===== src/sv/sprb_pkg.sv =====
// ----------------------------------------------------------------------------
// sprb_pkg
// Shared types, register map constants and decode helpers for the S/PDIF
// transceiver register block.
// ----------------------------------------------------------------------------
package sprb_pkg;

  // Request kinds on the input channel
  typedef enum logic [1:0] {
    MODE_READ  = 2'd0,
    MODE_WRITE = 2'd1,
    MODE_TICK  = 2'd2,
    MODE_IDLE  = 2'd3
  } mode_t;

  // Register write flavors selected by the alias sub-offset
  typedef enum logic [1:0] {
    OP_PLAIN = 2'd0,
    OP_SET   = 2'd1,
    OP_CLR   = 2'd2,
    OP_TOG   = 2'd3
  } reg_op_t;

  // Address map
  localparam int          REG_BASE     = 2048;
  localparam logic [11:0] OFF_RX_PORT  = 12'hc00;
  localparam logic [11:0] OFF_TX_PORT  = 12'he00;
  localparam logic [10:0] REL_AI_WDATA = 11'h0a0;
  localparam logic [10:0] REL_AI_RDATA = 11'h0a4;

  // Word indexes of the registers that the datapath itself uses
  localparam logic [8:0] IDX_EXT_CTRL = 9'd4;
  localparam logic [8:0] IDX_AI_CTRL  = 9'd36;
  localparam logic [8:0] IDX_AI_WDATA = 9'd40;
  localparam logic [8:0] IDX_AI_RDATA = 9'd41;

  localparam logic [31:0] VERSION_WORD = 32'h0001_0000;

  // Indirect control bits
  localparam int AI_READ_BIT     = 31;
  localparam int AI_TOG_PLL_BIT  = 24;
  localparam int AI_DONE_PLL_BIT = 25;
  localparam int AI_TOG_PHY_BIT  = 26;
  localparam int AI_DONE_PHY_BIT = 27;

  // EXT_CTRL bits
  localparam int EC_SPDIF_BIT      = 23;
  localparam int EC_DMA_WR_DIS_BIT = 24;
  localparam int EC_TX_RESET_BIT   = 27;
  localparam int WM_W              = 7;

  // Indirect store geometry
  localparam int IND_DEPTH = 256;
  localparam int IND_AW    = 8;

  // Byte lanes of the window RAM
  localparam int LANES = 4;

  // Clearing pass row counter (covers the largest memory row count)
  localparam int CLR_ROW_W = 9;

  typedef struct packed {
    mode_t       mode;
    logic [11:0] offset;
    logic [31:0] wdata;
    logic [2:0]  access_bytes;
  } item_t;

  typedef struct packed {
    logic                 active;
    logic [CLR_ROW_W-1:0] row;
  } clr_t;

  typedef struct packed {
    logic [31:0] word;
    logic        valid;
    logic        dreq;
    logic [5:0]  level;
  } tx_res_t;

  typedef struct packed {
    logic [8:0] idx;
    reg_op_t    op;
  } reg_sel_t;

  // Resolve the target word and write flavor of a register offset
  function automatic reg_sel_t reg_select(input logic [11:0] offset);
    reg_sel_t    sel;
    logic [10:0] rel;
    rel     = 11'(offset - 12'(REG_BASE));
    sel.idx = rel[10:2];
    sel.op  = OP_PLAIN;
    if (rel != REL_AI_WDATA && rel != REL_AI_RDATA) begin
      case (rel[3:0])
        4'h4: begin
          sel.idx = {rel[10:4], 2'b00};
          sel.op  = OP_SET;
        end
        4'h8: begin
          sel.idx = {rel[10:4], 2'b00};
          sel.op  = OP_CLR;
        end
        4'hc: begin
          sel.idx = {rel[10:4], 2'b00};
          sel.op  = OP_TOG;
        end
        default: ;
      endcase
    end
    return sel;
  endfunction

  // Apply a write flavor to the current register value
  function automatic logic [31:0] reg_apply(input reg_op_t op, input logic [31:0] cur,
                                            input logic [31:0] val);
    logic [31:0] res;
    case (op)
      OP_SET:  res = cur | val;
      OP_CLR:  res = cur & ~val;
      OP_TOG:  res = cur ^ val;
      default: res = val;
    endcase
    return res;
  endfunction

endpackage


===== src/sv/sprb_ram.sv =====
// ----------------------------------------------------------------------------
// sprb_ram
// Generic single write port, single read port RAM with registered read.
// A read that meets a write to the same address returns the new data.
// ----------------------------------------------------------------------------
module sprb_ram #(
  parameter int WIDTH = 32,
  parameter int DEPTH = 32
) (
  input  logic                                   clk,
  input  logic                                   we,
  input  logic [(DEPTH > 1 ? $clog2(DEPTH) : 1)-1:0] waddr,
  input  logic [WIDTH-1:0]                       wdata,
  input  logic                                   re,
  input  logic [(DEPTH > 1 ? $clog2(DEPTH) : 1)-1:0] raddr,
  output logic [WIDTH-1:0]                       rdata
);

  logic [WIDTH-1:0] mem_r [DEPTH];
  logic [WIDTH-1:0] rd_data_r;

  // Write, then read with write-first forwarding
  always_ff @(posedge clk) begin
    if (we) begin
      mem_r[waddr] <= wdata;
    end
    if (re) begin
      rd_data_r <= (we && waddr == raddr) ? wdata : mem_r[raddr];
    end
  end

  assign rdata = rd_data_r;

endmodule


===== src/sv/sprb_fifo.sv =====
// ----------------------------------------------------------------------------
// sprb_fifo
// TX FIFO: pushes from bus writes, pops on active word ticks, and the DMA
// request against the watermark.
// ----------------------------------------------------------------------------
module sprb_fifo #(
  parameter int FIFO_DEPTH = 32
) (
  input  logic                         clk,
  input  logic                         rst_n,
  input  logic                         rd_en,
  input  logic                         push,
  input  logic [31:0]                  push_data,
  input  logic                         tick,
  input  logic [sprb_pkg::WM_W-1:0]    wm,
  output sprb_pkg::tx_res_t            res
);
  import sprb_pkg::*;

  localparam int PW = $clog2(FIFO_DEPTH);
  localparam int LW = $clog2(FIFO_DEPTH + 1);

  logic [PW-1:0] rd_ptr_r, rd_ptr_nxt;
  logic [PW-1:0] wr_ptr_r, wr_ptr_nxt;
  logic [LW-1:0] fill_r, fill_nxt;
  logic          do_push;
  logic          do_pop;
  logic [31:0]   rd_q;

  // Drop a push to a full FIFO; pop only when not empty
  always_comb begin
    do_push    = push && 32'(fill_r) < FIFO_DEPTH;
    do_pop     = tick && fill_r != '0;
    rd_ptr_nxt = rd_ptr_r;
    wr_ptr_nxt = wr_ptr_r;
    fill_nxt   = fill_r;
    if (do_push) begin
      wr_ptr_nxt = (wr_ptr_r == PW'(FIFO_DEPTH - 1)) ? '0 : wr_ptr_r + 1'b1;
      fill_nxt   = fill_r + 1'b1;
    end
    if (do_pop) begin
      rd_ptr_nxt = (rd_ptr_r == PW'(FIFO_DEPTH - 1)) ? '0 : rd_ptr_r + 1'b1;
      fill_nxt   = fill_r - 1'b1;
    end
  end

  always_ff @(posedge clk) begin
    if (!rst_n) begin
      rd_ptr_r <= '0;
      wr_ptr_r <= '0;
      fill_r   <= '0;
    end else begin
      rd_ptr_r <= rd_ptr_nxt;
      wr_ptr_r <= wr_ptr_nxt;
      fill_r   <= fill_nxt;
    end
  end

  // Prefetch the head word for the next request
  sprb_ram #(
    .WIDTH (32),
    .DEPTH (FIFO_DEPTH)
  ) u_store (
    .clk   (clk),
    .we    (do_push),
    .waddr (wr_ptr_r),
    .wdata (push_data),
    .re    (rd_en),
    .raddr (rd_ptr_nxt),
    .rdata (rd_q)
  );

  always_comb begin
    res.word  = do_pop ? rd_q : 32'h0;
    res.valid = do_pop;
    res.dreq  = tick && 32'(fill_nxt) <= 32'(wm);
    res.level = 6'(fill_nxt);
  end

endmodule


===== config.mk =====
export PLATFORM = sky130hd
export DESIGN_NAME = sprb_fifo
export DESIGN_NICKNAME = d
export VERILOG_FILES = /design/src/sv/sprb_pkg.sv /design/src/sv/sprb_ram.sv /design/src/sv/sprb_fifo.sv
export SDC_FILE = /design/constraint.sdc
export NUM_CORES = 1
export LEC_CHECK = 0
export BUFFER_PORTS_ARGS = -buffer_cell sky130_fd_sc_hd__buf_2
export CAP_MARGIN = 40
export CORE_AREA = 2 2 372 263
export CTS_BUF_LIST = sky130_fd_sc_hd__clkbuf_4 sky130_fd_sc_hd__clkbuf_8 sky130_fd_sc_hd__clkbuf_16
export CTS_CLUSTER_SIZE = 8
export DETAILED_ROUTE_END_ITERATION = 16
export DIE_AREA = 0 0 374 265
export PLACE_DENSITY = 0.63
export SLEW_MARGIN = 10
export SYNTH_ARGS = -nofsm -noshare
export SYNTH_HDL_FRONTEND = slang
export SYNTH_HIERARCHICAL = 1
export SYNTH_SLANG_ARGS = --single-unit

===== constraint.sdc =====
create_clock -name clk -period 8.2 [get_ports clk]
set_input_delay 0.82 -clock clk [delete_from_list [all_inputs] [get_ports clk]]
set_output_delay 0.82 -clock clk [all_outputs]
set_load 0.01 [all_outputs]

# [Word level (Yosys, flattened, before mapping)]
# Memories as Yosys holds them, arrays and structs flattened. A register that Yosys moved wholly into a read port is not among the register bits.
# Cells that the tools add are included.
[word_totals] latch_bits=0 word_cells=24 output_inout_bits=40 ram_bits=1024 n_memories=1 ff_bits=16 mem_bits_ro=0 in_bits=44
[mem_list] memory="u_store.mem_r" words=32 width=32 rd=1 rd_ports_with_merged_regs=1 write_ports=1 line="sprb_ram.sv:19" source="logic [WIDTH-1:0] mem_r [DEPTH];"
[op_classes] eq_ne=2 n_shift=0 n_div=0 n_lt_le_gt_ge=2 bitwise=0 n_mux=8 reduce_logical=4 mul=0 add_sub_neg=4
[ops] cell="$mux W32" count=1
[ops] cell="$mux W5" count=3
[ops] cell="$mux W6" count=2
[ops] cell="$add A5 B1 Y5 const B" count=2
[ops] cell="$eq A5 B5 Y1 const B" count=2
[ops] cell="$le A6 B7 Y1" count=1
[ops] cell="$add A6 B1 Y6 const B" count=1
[ops] cell="$lt A6 B6 Y1 const B" count=1
[ops] cell="$reduce_bool A6 Y1" count=1
[ops] cell="$sub A6 B1 Y6 const B" count=1
[ops] cell="$logic_and A1 B1 Y1" count=3
[ops] cell="$mux W1" count=2

# [Logic depth before layout (Yosys ltp)]
# Gate-level depths: netlist of the first run.
[depth] word_depth=6 depth_mapped=16 depth_no_buf=12

# [By module]
# Netlist of the first run, hierarchy kept.
[modules_own_cells] mod="sprb_ram" area_per_inst_um2=41317.1 seq_area_each_um2=31710.4 n_inst=1 cells_each=2181
[modules_own_cells] mod="sprb_fifo" area_per_inst_um2=1383.8 seq_area_each_um2=320.3 n_inst=1 cells_each=174

# [Worst setup path after synthesis of the first run]
# No wires, ideal clock.
[synth_path] path_type="in2reg" startpoint="in push" endpoint="mem u_store.mem_r[12][0], enable pin" setup_ps=421 stages=6 required_time_ps=7779 path_buffers=2 path_slack_ps=4609 arrival_time_ps=3170 path_cell_list="nand2b_1 buf_2 clkinv_1 or3b_2 clkbuf_1 nor2_1"
[synth_between] elab_chain_cells=3
[synth_lines] item="start: declaration" line="sprb_fifo.sv:12" source="input logic push,"
[synth_lines] item="$logic_and A1 B1 Y1" line="sprb_fifo.sv:32" source="do_push = push && 32'(fill_r) < FIFO_DEPTH;"
[synth_lines] item="named net do_push" line="sprb_fifo.sv:26" source="logic do_push;"
[synth_lines] item="$mux W1" line="sprb_ram.sv:24" source="if (we) begin"
[synth_lines] item="$mux W1 (implied by the code)" line="sprb_ram.sv:25" source="mem_r[waddr] <= wdata;"
[synth_lines] item="end: declaration" line="sprb_ram.sv:19"
# The timed path passes the listed nets, and every way through them passes these cells.

# [Worst setup path in the final report of the first run]
[layout_path] startpoint="reg fill_r[0]" endpoint="reg u_store.rd_data_r[16] (netlist: u_store/rdata[16]), read port of u_store.mem_r, data pin"
[layout_between] elab_chain_cells=3
[layout_lines] item="start: declaration" line="sprb_fifo.sv:25" source="logic [LW-1:0] fill_r, fill_nxt;"
[layout_lines] item="start signal: assignment" line="sprb_fifo.sv:55" source="fill_r <= fill_nxt;"
[layout_lines] item="$reduce_bool A6 Y1" line="sprb_fifo.sv:33" source="do_pop = tick && fill_r != '0;"
[layout_lines] item="$logic_and A1 B1 Y1" line="sprb_fifo.sv:33"
[layout_lines] item="$mux W5" line="sprb_fifo.sv:41" source="if (do_pop) begin"
[layout_lines] item="named net rd_ptr_nxt[0]" line="sprb_fifo.sv:23" source="logic [PW-1:0] rd_ptr_r, rd_ptr_nxt;"
[layout_lines] item="end: declaration" line="sprb_ram.sv:20" source="logic [WIDTH-1:0] rd_data_r;"
# The timed path passes the listed nets, and every way through them passes these cells.
# A chain may end at the register's enable or synchronous reset.

==> summary.md, run 1 <==
| Metric | Value |
|---|---|
| RSZ-0062 raised after global routing | `false` |
| TritonRoute pass-1 iters | `5` |
| Reg-to-reg startpoint | `fill_r[0]` |
| Congestion Overflow GR | `0` |
| CTS tree | `built` |
| Fill cell count | `7522` |
| Initial Util | `0.447` |
| Starting DRT DRC Count | `between 2000 and 3000` |
| Pwr Density | `between 300 and 400 nW/um^2` |
| Max-Cap Viols | `0` |
| IO Pins | `84` |
| Hold_buf cts | `0` |
| Largest net degree at the start of global routing | `between 100 and 150` |
| CTS resizes | `0` |
| Wire per inst | `around 29 um` |
| Clock latency on the worst-skew pair | `730 ps` |
| Layout Cells excl Fill | `around 3800` |
| Setup crit start kind | `flop` |
| Antenna violations before repair | `3` |
| Worst hold path startpoint | `rst_n` |
| Vias/cell | `between 6 and 7` |
| Total negative slack | `0 ps` |
| Leading area contributor after synthesis | `edfxtp_1` |
| Root Buffer | `clkbuf_16` |
| Final Power | `16.7 mW` |
| Post-Route Skew | `about 23 ps` |
| Core area | `approximately 95000 um^2` |
| Tot GR Track Use | `0.221` |
| CTS H-tree depth | `4` |
| Die height | `around 270 um` |
| Synth area leaders | `edfxtp_1, mux2i_1, a22oi_1` |
| Die area | `roughly 99000 um^2` |
| Crit end category | `flop` |
| Placed cells | `approximately 3600` |
| Area growth from synthesis to layout | `14.0%` |
| YS warnings | `6` |
| Final Util | `0.510` |
| Period utilisation layout | `0.617` |
| Crit Path Class | `flop to flop` |
| Row cnt | `between 90 and 100` |
| Worst VDD drop | `471 uV` |
| Antenna Cells | `0` |
| Max Fclk | `198 MHz` |
| Vias | `roughly 23000` |
| Slew @ Worst Pin | `between 1000 and 1500 ps` |
| Final hold vios | `0` |
| Yosys reg bits | `1072` |
| Multi-input gate area | `~10000 um^2` |
| Max FO, Critical Path | `about 120` |
| Total wire length | `between 100000 and 150000 um` |
| Critical Path RT | `between 8000 and 9000 ps` |
| HPWL Detailed | `between 50000 and 60000 um` |
| PortBufs | `83` |
| Final setup fails | `0` |
| Post-CTS setup buffer count | `0` |
| Avg Cell Area, Syn | `18.1 um^2` |
| Layout net count | `between 2000 and 3000` |
| Fin. max-slew vios | `0` |
| Routed Antenna Nets | `0` |
| DRC | `0` |
| Async SR Flop Fraction | `0` |
| CTS Buf Count | `151` |
| Leak | `16.3 nW` |
| Routability cong. | `0.753` |
| Crit path from | `fill_r[0]` |
| Global-route wire length before repair | `158000 um` |
| Hold Crit Class | `primary input to flop` |
| Critical Path AT | `between 5000 and 6000 ps` |
| Sequential area share after synthesis | `0.750` |
| Synth cell types | `between 50 and 60` |
| Mapped Nets | `around 2400` |
| Maximum buffer depth of the clock tree | `3` |
| CTS sink count | `roughly 1100` |
| Share of the synthesized area in the top cell type | `0.743` |
| Number of synthesized flops with an enable pin | `1056` |
| Outcome | `finished, final reports clean` |
| Max_slew headroom | `0.258` |
| Share of cells above drive strength 1 | `0.161` |
| Vias in the first global route | `between 20000 and 25000` |
| Cells after synthesis | `about 2400` |
| Dominant synthesized flop cell | `edfxtp_1` |
| Die Wd | `374 um` |
| Crit path time final | `around 5000 ps` |
| Seq. cell area | `roughly 32000 um^2` |
| Mapped cell area | `between 40000 and 50000 um^2` |
| Clock-pin slew on the worst setup and hold paths | `60 ps` |
-- cell usage in the layout (no fill, tap or decap), types with 33 or more instances in the layout --
| cell type | n |
|---|---|
| nand2_1 | 43 |
| a221oi_1 | 54 |
| a22o_1 | 64 |
| buf_2 | 83 |
| and2_1 | 36 |
| a22oi_1 | 128 |
| mux2i_1 | 518 |
| a21oi_1 | 69 |
| edfxtp_1 | 1056 |
| clkbuf_16 | 156 |
| buf_4 | 50 |
| nor2_4 | 33 |
-- metal layers --
| metal | up-vias | GRT usage | part of all wire |
|---|---|---|---|
| met3 | 174 | 0.0427 | 0.087 |
| met2 | 1019 | 0.331 | 0.45 |
| met4 | 6 | 0.0670 | 0.020 |
| li1 | 9824 | - | - |
| met1 | 12100 | 0.329 | 0.44 |
| met5 | - | 0 | 0.00035 |
-- cell usage after synthesis (all sizes together), types with 4 or more instances --
master,count
dfxtp,16
buf,70
a221oi,64
nand3,6
nor2,39
a22oi,128
inv,12
nand2,44
nand2b,7
clkbuf,76
nor2b,6
a21oi,69
nor3,6
a31oi,4
and3,4
and2,38
xor2,4
o22ai,32
mux2i,518
ha,13
nand3b,5
edfxtp,1056
o21ai,8
a22o,64
o41ai,33
-- path summary, 6_finish.rpt --
path | end | slack, ps | cells past startpoint
hold reg to reg | rd_ptr_r[3] | 550 | 1
setup / recovery | u_store/rdata[16] | 3140 | 14
setup reg to reg | u_store/rdata[16] | 3140 | 14
hold / removal | fill_r[3] | 480 | 2
-- where the power goes --
group | internal [mW] | total [mW] | switching [mW] | leakage [nW]
logic | 2.10 | 4.88 | 2.77 | 4.64
registers | 6.26 | 6.34 | 0.0765 | 9.67
clock network | 3.34 | 5.47 | 2.12 | 1.99
total | 11.7 | 16.7 | 4.97 | 16.3
-- cell type report --
type	count	share of cell area
inverter	13	0.00105
tap	1261	0.0324
clock inverter	8	0.00213
sequential	1072	0.658
multi-input combinational	1124	0.205
timing repair buffer	143	0.0202
clock buffer	161	0.0810
-- sequential cells by signal, indices dropped and copies added (netlist names) --
register       count
u_store/mem_r   1024
u_store/rdata     32
fill_r             6
rd_ptr_r           5
wr_ptr_r           5
-- stage by stage --
stage | worst slack [ps] | cell area (um^2) | hold WS, ps
floorplan | 4610 | 42700 | 460
global placement | 3290 | 44500 | 507
detailed placement | 3160 | 44600 | 531
CTS | 3220 | 48700 | 429
global route | 2870 | 48700 | 496
finish | 3140 | 48700 | 479
-- cells by family (layout without fill, tap and decap cells) --
group,after synthesis,count (layout),synth area share
multiplexers,520,520,0.122
buffers and inverters,159,325,0.0228
AO/OA/AOI/OAI,417,417,0.0797
adder cells (fa/ha/maj),13,13,0.00381
AND/OR/NAND/NOR,167,167,0.0201
XOR/XNOR,7,7,0.00144
flip-flops,1072,1072,0.750
-- worst max-delay path: stages, from the launching register on --
cell	delay (ps)
dfxtp_1	450
inv_1	120
ha_1	210
nor2b_1	190
a21o_1	320
inv_4	490
nand2b_1	250
o21ai_4	280
buf_4	450
buf_12	610
mux2i_1	200
a22o_1	270
a221oi_1	330
o22ai_1	200
o41ai_2	230
Power figures use the tool's default switching activity.
==> inputs of run 2 (changes only) <==
- PLACE_DENSITY: 0.63 -> 0.65
- clock period: 8.2 -> 4.15 ns (I/O delays scaled with it)
==> summary.md, run 2 (synthesized netlist as in run 1, its figures left out) <==
| Metric | Value |
|---|---|
| Max_slew headroom | `0.616` |
| Flop2flop setup slack | `between 400 and 500 ps` |
| PortBufs | `83` |
| Total negative slack | `0 ps` |
| Most common cell after layout, fill and taps aside | `edfxtp_1` |
| TritonRoute pass-1 iters | `5` |
| Maximum buffer depth of the clock tree | `3` |
| Outcome | `finished, final reports clean` |
| Final setup fails | `0` |
| Final instance area | `roughly 50000 um^2` |
| Hold EP | `u_store/rdata[22]` |
| CTS resizes | `0` |
| Post-Route Skew | `22.7 ps` |
| Starting DRT DRC Count | `roughly 2700` |
| Hold Crit Class | `primary input to flop` |
| Slew @ Worst Pin | `576 ps` |
| Setup crit start kind | `flop` |
| CTS Buf Count | `~150` |
| Worst VDD drop | `~550 uV` |
| Crit path time final | `3870 ps` |
| Setup WS pre-CTS | `between 400 and 500 ps` |
| Vias/cell | `6.12` |
| Die area | `a little under 100000 um^2` |
| Worst Slack Setup Final | `between 200 and 300 ps` |
| Global-route wire length before repair | `approximately 160000 um` |
| Fin. max-slew vios | `0` |
| Max reg flops | `1024` |
| Max FO, Critical Path | `11` |
| Row cnt | `95` |
| Leak | `~17 nW` |
| Die height | `265 um` |
| Antenna violations before repair | `6` |
| Vias in the first global route | `~23000` |
| CTS H-tree depth | `4` |
| Critical Path AT | `3450 ps` |
| Hold_buf cts | `0` |
| Max-Cap Viols | `0` |
| Largest net degree at the start of global routing | `72` |
| Pwr Density | `slightly below 700 nW/um^2` |
| Routability cong. | `between 0.7 and 0.8` |
| Crit Path Class | `flop to output pin` |
| Initial Util | `0.447` |
| CTS sink count | `1072` |
| R2r endpoint | `u_store/rdata[9]` |
| Core area | `between 90000 and 100000 um^2` |
| Worst hold path startpoint | `rd_en` |
| DRC | `0` |
| IO Pins | `84` |
| Root Buffer | `clkbuf_16` |
| Commonest non-fill, non-tap cells in the layout | `edfxtp_1, mux2i_1, clkbuf_16` |
| Post-CTS setup buffer count | `0` |
| RSZ-0062 raised after global routing | `false` |
| Max Fclk | `259 MHz` |
| Reg with most FFs | `u_store/mem_r` |
| Crit end category | `output pin` |
| CTS tree | `built` |
| Routed Antenna Nets | `0` |
| Clock-pin slew on the worst setup and hold paths | `around 50 ps` |
| Reg-to-reg startpoint | `fill_r[0]` |
| Wire per inst | `approximately 29 um` |
| Layout net count | `approximately 2600` |
| HPWL Detailed | `55800 um` |
| Clock latency on the worst-skew pair | `~730 ps` |
| Final Util | `0.519` |
| Congestion Overflow GR | `0` |
| Critical Path RT | `roughly 3700 ps` |
| Fill cell count | `roughly 7400` |
| Final hold vios | `0` |
| R2r worst-path depth | `14` |
| Period utilisation layout | `0.932` |
| Placement Cell Area | `between 40000 and 50000 um^2` |
| Die Wd | `around 370 um` |
| Area growth from synthesis to layout | `16.0%` |
| Vias | `23400` |
| Tot GR Track Use | `0.225` |
| Hold depth | `1` |
| Share of cells above drive strength 1 | `0.171` |
| Total wire length | `between 100000 and 150000 um` |
==> run 2: cell count changes in the layout (fill, tap and decap cells not counted), sizes merged <==
cell    before  now
buf        143  175
clkbuf     161  162
diode        0    1
inv         17   16
==> run 2: worst max-delay path, stage by stage, from the launching register on <==
cell,delay (ps)
dfxtp_1,380
nand2b_1,410
clkinv_1,460
a31oi_1,420
xnor2_1,200
ha_1,290
and3_1,150
nand3_1,80
mux2i_1,70
a21o_1,160
buf_2,130
==> run 2: per-layer routing <==
layer  up-vias  global-route usage  part of all wire
li1       9884                   -                 -
met1     12200               0.330              0.44
met2      1122               0.336              0.45
met3       168              0.0480             0.093
met4         2              0.0696             0.020
met5         -                   0           0.00012
==> run 2: worst max path at each step <==
stage | cells after the start | startpoint | end
6_report | 10 | fill_r[5] | res[6]
3_3_place_gp | 14 | fill_r[0] | u_store/rdata[17]
3_5_place_dp | 14 | fill_r[0] | u_store/rdata[9]
2_1_floorplan | 6 | push | u_store/mem_r[28][0]
4_1_cts | 14 | fill_r[0] | res[6]
5_1_grt | 10 | fill_r[5] | res[6]
==> run 2: cell type report <==
class                   count  area, um^2  area share
clock buffers             162        3980      0.0804
inverters                  13        51.3     0.00104
flip-flops and latches   1072       32000       0.647
repair buffers            175        1790      0.0362
well taps                1261        1580      0.0319
multi-input cells        1124        9990       0.202
diodes                      1        2.50   0.0000505
clock inverters             7        97.6     0.00197
==> run 2: stage by stage <==
step	total power [mW]	instances	hold WS, ps
2_1_floorplan	20.5	2355	460
3_3_place_gp	22.6	3641	498
3_5_place_dp	22.8	3645	540
4_1_cts	33.6	3814	54.5
5_1_grt	34.7	3814	72.1
6_report	33.4	3815	92.6
==> run 2: power by group <==
| group | internal, mW | total (mW) | switching [mW] |
|---|---|---|---|
| Clock | 6.67 | 10.8 | 4.16 |
| Combinational | 4.48 | 9.99 | 5.51 |
| Sequential | 12.4 | 12.6 | 0.195 |
| Total | 23.5 | 33.4 | 9.86 |
